**config.mk**
```make
export PLATFORM = sky130hd
export DESIGN_NAME = cfe_divider
export DESIGN_NICKNAME = d
export VERILOG_FILES = /design/src/rtl/core/cfe_div_cell.sv /design/src/rtl/core/cfe_divider.sv
export SDC_FILE = /design/constraint.sdc
export NUM_CORES = 1
export LEC_CHECK = 0
export BUFFER_PORTS_ARGS = -buffer_cell sky130_fd_sc_hd__buf_2
export CORE_MARGIN = 5
export CORE_UTILIZATION = 40
export DETAILED_ROUTE_END_ITERATION = 10
export GPL_ROUTABILITY_DRIVEN = 0
export GPL_TIMING_DRIVEN = 0
export SYNTH_ARGS = -nofsm -noshare
export SYNTH_HDL_FRONTEND = slang
export SYNTH_HIERARCHICAL = 1
export SYNTH_SLANG_ARGS = --single-unit
```
**constraint.sdc**
```tcl
create_clock -name clk -period 1.95 [get_ports clk]
set_input_delay 0.39 -clock clk [delete_from_list [all_inputs] [get_ports clk]]
set_output_delay 0.39 -clock clk [all_outputs]
set_load 0.02 [all_outputs]
```
**src/rtl/core/cfe_div_cell.sv**
```systemverilog
// One restoring division step: decides one quotient bit and passes the rest on.
`default_nettype none

module cfe_div_cell #(
  parameter int W  = 8,
  parameter int DW = 4,
  parameter int QW = 4,
  parameter int SW = 1,
  parameter int I  = 0
) (
  input  logic          clk,
  input  logic          rst,
  input  logic          in_valid,
  input  logic [W-1:0]  in_rem,
  input  logic [DW-1:0] in_den,
  input  logic [QW-1:0] in_quo,
  input  logic [SW-1:0] in_side,
  output logic          out_valid,
  output logic [W-1:0]  out_rem,
  output logic [DW-1:0] out_den,
  output logic [QW-1:0] out_quo,
  output logic [SW-1:0] out_side
);

  logic [W-1:0] den_sh;
  logic         fits;

  assign den_sh = W'(in_den) << I;
  assign fits   = in_rem >= den_sh;

  always_ff @(posedge clk) begin
    if (rst) begin
      out_valid <= 1'b0;
    end else begin
      out_valid <= in_valid;
    end
    out_rem  <= fits ? in_rem - den_sh : in_rem;
    out_quo  <= in_quo | (fits ? (QW'(1) << I) : '0);
    out_den  <= in_den;
    out_side <= in_side;
  end

endmodule

`default_nettype wire

```
**src/rtl/core/cfe_divider.sv**
```systemverilog
// Pipelined restoring divider: a row of cells, one quotient bit per cell.
`default_nettype none

module cfe_divider #(
  parameter int W  = 8,
  parameter int DW = 4,
  parameter int QW = 4,
  parameter int SW = 1
) (
  input  logic          clk,
  input  logic          rst,
  input  logic          in_valid,
  input  logic [W-1:0]  in_num,
  input  logic [DW-1:0] in_den,
  input  logic [SW-1:0] in_side,
  output logic          out_valid,
  output logic [QW-1:0] out_quo,
  output logic [W-1:0]  out_rem,
  output logic [SW-1:0] out_side
);

  logic          vld  [QW+1];
  logic [W-1:0]  rem  [QW+1];
  logic [DW-1:0] den  [QW+1];
  logic [QW-1:0] quo  [QW+1];
  logic [SW-1:0] side [QW+1];

  assign vld[0]  = in_valid;
  assign rem[0]  = in_num;
  assign den[0]  = in_den;
  assign quo[0]  = '0;
  assign side[0] = in_side;

  for (genvar g = 0; g < QW; g++) begin : g_cell
    cfe_div_cell #(
      .W(W), .DW(DW), .QW(QW), .SW(SW), .I(QW - 1 - g)
    ) u_cell (
      .clk      (clk),
      .rst      (rst),
      .in_valid (vld[g]),
      .in_rem   (rem[g]),
      .in_den   (den[g]),
      .in_quo   (quo[g]),
      .in_side  (side[g]),
      .out_valid(vld[g+1]),
      .out_rem  (rem[g+1]),
      .out_den  (den[g+1]),
      .out_quo  (quo[g+1]),
      .out_side (side[g+1])
    );
  end

  assign out_valid = vld[QW];
  assign out_quo   = quo[QW];
  assign out_rem   = rem[QW];
  assign out_side  = side[QW];

  a_div_latency: assert property (@(posedge clk) disable iff (rst)
    in_valid |-> ##QW out_valid)
    else $error("divider lost a transfer");

endmodule

`default_nettype wire

```
Word-level counts from Yosys, hierarchy flattened. Index checks and enable logic that the tools add are counted.

Flip-flop bits (word level): 68. Output and inout bits: 14. Word-level logic and storage cells: 38.

Add/sub/neg operators: 4. Order comparisons: 4. Muxes and demuxes: 8. Bitwise gates (word level): 3.

Operators by type and width (count): 8-bit 2-to-1 mux (4); 4-bit bitwise OR (3); 8-bit by 4-bit >= comparator with 1-bit output (1); 8-bit by 5-bit >= comparator with 1-bit output (1); 8-bit by 6-bit >= comparator with 1-bit output (1); 8-bit by 7-bit >= comparator with 1-bit output (1); 8-bit by 4-bit subtractor with 8-bit output (1); 8-bit by 5-bit subtractor with 8-bit output (1); 8-bit by 6-bit subtractor with 8-bit output (1); 8-bit by 7-bit subtractor with 8-bit output (1); 4-bit 2-to-1 mux (1); 3-bit 2-to-1 mux (1); 2-bit 2-to-1 mux (1); 1-bit 2-to-1 mux (1).

Logic depth before layout (Yosys ltp).
Depth in word-level cells: 3. Depth in mapped cells: 8. Depth with buffers taken out: 8.

Cells and area by module. The synthesis kept the hierarchy.

Modules (own cells, without submodules): cfe_div_cell (g_cell[3].u_cell) (times used 1, cells each 62, area each 762.0 µm²); cfe_div_cell (g_cell[2].u_cell) (times used 1, cells each 61, area each 696.9 µm²); cfe_div_cell (g_cell[1].u_cell) (times used 1, cells each 55, area each 646.9 µm²); cfe_div_cell (g_cell[0].u_cell) (times used 1, cells each 46, area each 628.1 µm²); cfe_divider (times used 1, cells each 1, area each 3.8 µm²).

Worst setup path before layout. Ideal clock, no wire load.

Path kind: input-to-reg. From: input port in_den[2]. To: register g_cell[0].u_cell.out_rem[4]. Setup time: 0.121 ns. Arrival: 1.830 ns. Required time: 1.829 ns. Slack: -0.001 ns. Stages on the path: 5. Buffers on the path: 0. Cells stage by stage: inv_1 > ha_1 > a21o_1 > a2111oi_4 > mux2_4.

Cells in the longest elaborated chain, start to end: 2.

Ends and longest elaborated chain: start, declared (RTL line cfe_divider.sv:14) `input logic [DW-1:0] in_den,`; 8-bit by 7-bit >= comparator with 1-bit output (RTL line cfe_div_cell.sv:29) `assign fits = in_rem >= den_sh;`; 8-bit 2-to-1 mux (RTL line cfe_div_cell.sv:37) `out_rem <= fits ? in_rem - den_sh : in_rem;`; end signal, assigned (RTL line cfe_div_cell.sv:37); end, declared (RTL line cfe_div_cell.sv:19) `output logic [W-1:0] out_rem,`.

Every way passes these cells. A chain may end at the register's enable or synchronous reset.

Final worst setup path.
From: register g_cell[1].u_cell.out_rem[1]. To: register g_cell[2].u_cell.out_rem[2].

Cells in the longest elaborated chain, start to end: 2. Elaborated cells on any way between the ends: 3. Classes of those cells: 1 x add/sub; 1 x order compare; 1 x mux.

Ends and longest elaborated chain (RTL line): start, declared (cfe_div_cell.sv:19); start signal, assigned (cfe_div_cell.sv:37); 8-bit by 5-bit subtractor with 8-bit output or 8-bit by 5-bit >= comparator with 1-bit output (tied branches) (cfe_div_cell.sv:37, cfe_div_cell.sv:29); 8-bit 2-to-1 mux (*) (cfe_div_cell.sv:37); end signal, assigned (cfe_div_cell.sv:37); end, declared (cfe_div_cell.sv:19).

Every way passes the cells marked *; elsewhere a longest branch is shown, timed or not.

==> impl_metrics.tcl <==
set metrics [dict create \
    clock_skew_ns 0.00674 \
    grt_pass1_vias 1669 \
    nets 304 \
    clk-insertion-delay-late_ns 0.33 \
    die-width_um 91.5 \
    detailedRoute.firstIterationViolations 48 \
    std_cell_rows 29 \
    cpPeakStageDelay_ns 0.34 \
    layout_commonest_cell "sky130_fd_sc_hd__dfxtp_1" \
    drive_gt1_share_pct 30.0 \
    dr.pass1.iters 4 \
    chipHeight_um 91.5 \
    grt_pass1_wl_mm 6.99 \
    largest_net_degree_at_the_start_of_global_routing 13 \
    vias 1646 \
    finalCritPeriodShare_pct 95.4 \
    critical_path_arrival_ns 2.08 \
    drv.max_cap_violation_count 0 \
    clk_transition_reported_paths_ns 0.07 \
    min_period_ns 1.86 \
    cts_inserted_buffers 9 \
    power-per-cell-area_nw_per_um2 1410 \
    wl_per_cell_um 11.2 \
    criticalPathCategory "reg -> reg" \
    dpl.cell_count 330 \
    mostFrequentLayoutCells "sky130_fd_sc_hd__dfxtp_1 (68), sky130_fd_sc_hd__buf_2 (29), sky130_fd_sc_hd__inv_1 (22)" \
    worst_slew_margin_pct 61.5 \
    totalWireLength_mm 3.90 \
    yosys_warn_count 6 \
    dp.final_hpwl_mm 2.98 \
    route.detailed.vias_per_inst 4.70 \
    regToRegSetupSlack_ns 0.09 \
    run_status "finished clean" \
    p_total_w 0.00446 \
    die_area_um2 8370 \
    detailed_place.area_um2 2910 \
    grt.total_usage_pct 10.5 \
    detailedPlace.worstSlack_ns -0.207 \
    grt_antenna_before_repair 0 \
    slew_violations 0 \
    final_hold_viol_count 0 \
    max-vdd-ir-drop_uv 408 \
    finalSetupViolCount 0 \
    antenna-diode-count 0 \
    cellLeakagePower_nw 1.44 \
    cpMaxStageDelayCell "sky130_fd_sc_hd__dfxtp_1" \
    cts_htree_levels 3 \
    hold_buffers_post_cts 0 \
    critPathMaxFanout 5 \
    cp_data_required_time_ns 2.17 \
    synthCells 221 \
    start_util_pct 41.4 \
    syn-cell-area_um2 2660 \
    design_area_um2 3170 \
    cts.sink_count 68 \
    route.antenna.remaining_nets 0 \
    hp-class "in -> reg" \
    worstMarginPinSlew_ns 0.577 \
    cts-root-to-sink-buffers 2 \
    number_of_standard_cells_in_the_layout_taps_in_and_fillers_out 350 \
    reg2regPathDepth 6 \
    worst_setup_path_start_kind "flop" \
    cts_tree "built" \
    maxClockFrequency_ghz 0.537 \
    post-route-drc-count 0 \
    hold_path_depth 1 \
    fin_worst_hold_slack_ns 0.153 \
    critical_path.cell_chain "inv_1 > ha_1 > and4b_2 > o31ai_4 > and2_4 > mux2_4" \
    global_route.overflow_total 0 \
    floorplan.io_pins 30 \
    clock-root-buffer "sky130_fd_sc_hd__clkbuf_8" \
    syn_to_final_growth_pct 19.4 \
    core-area_um2 6420 \
    fin_ws_ns 0.0891 \
    critPathCaptureType "flop" \
    syn_area_per_cell_um2 12.0 \
    port_buffers 29 \
]
## cell type report
type,instances,area (µm²)
fillers,593,3250
flip-flops and latches,68,1360
multi-input cells,134,1250
repair buffers,33,175
clock buffers,11,151
well taps,77,96.3
inverters,22,82.6
clock inverters,5,58.8
## per-layer routing
layer	vias to the layer above	track usage [%]	routed length, µm
met3	11	3.31	176
met1	745	11.3	1720
met2	34	17.7	1890
li1	856	-	-
met5	-	0	0
met4	0	7.16	117
## where the power goes
group	leakage, nW	internal, W	switching (W)
Combinational	0.770	0.000730	0.000732
Sequential	0.570	0.00167	0.000168
Clock	0.102	0.000662	0.000509
## final timing paths
path | to | startpoint
max | g_cell[2].u_cell/out_rem[2]$_DFF_P_ | g_cell[1].u_cell/out_rem[1]$_DFF_P_
min | g_cell[0].u_cell/out_side$_DFF_P_ | in_side
max reg2reg | g_cell[2].u_cell/out_rem[2]$_DFF_P_ | g_cell[1].u_cell/out_rem[1]$_DFF_P_
min reg2reg | g_cell[3].u_cell/out_side$_DFF_P_ | g_cell[2].u_cell/out_side$_DFF_P_
## stage by stage
| step | TNS, ns | util, % |
|---|---|---|
| 6_report | 0 | 49.4 |
| 5_1_grt | -0.0188 | 49.4 |
| 4_1_cts | 0 | 48.6 |
| 3_5_place_dp | -0.672 | 45.3 |
| 3_3_place_gp | -0.682 | 45.3 |
| 2_1_floorplan | 0 | - |
## worst max-delay path: cells and delay by family (launching register included)
family	cells	cell delay [ns]
mux	1	0.29
buf+inv	1	0.05
simple gates	2	0.49
flops	1	0.34
compound gates	1	0.29
fa+ha+maj	1	0.29
## sequential cells by signal (all words and copies together), names as in the netlist
signal                   cells
g_cell.u_cell/out_rem       32
g_cell.u_cell/out_side       4
g_cell.u_cell/out_den       12
g_cell.u_cell/out_quo       16
g_cell.u_cell/out_valid      4
## what timing repair did
| item | in CTS | in global routing |
|---|---|---|
| setup endpoints to repair | 0 | 5 |
| gates resized for setup | 0 | 3 |
| setup buffers | 0 | 4 |
Power figures use the tool's default switching activity.
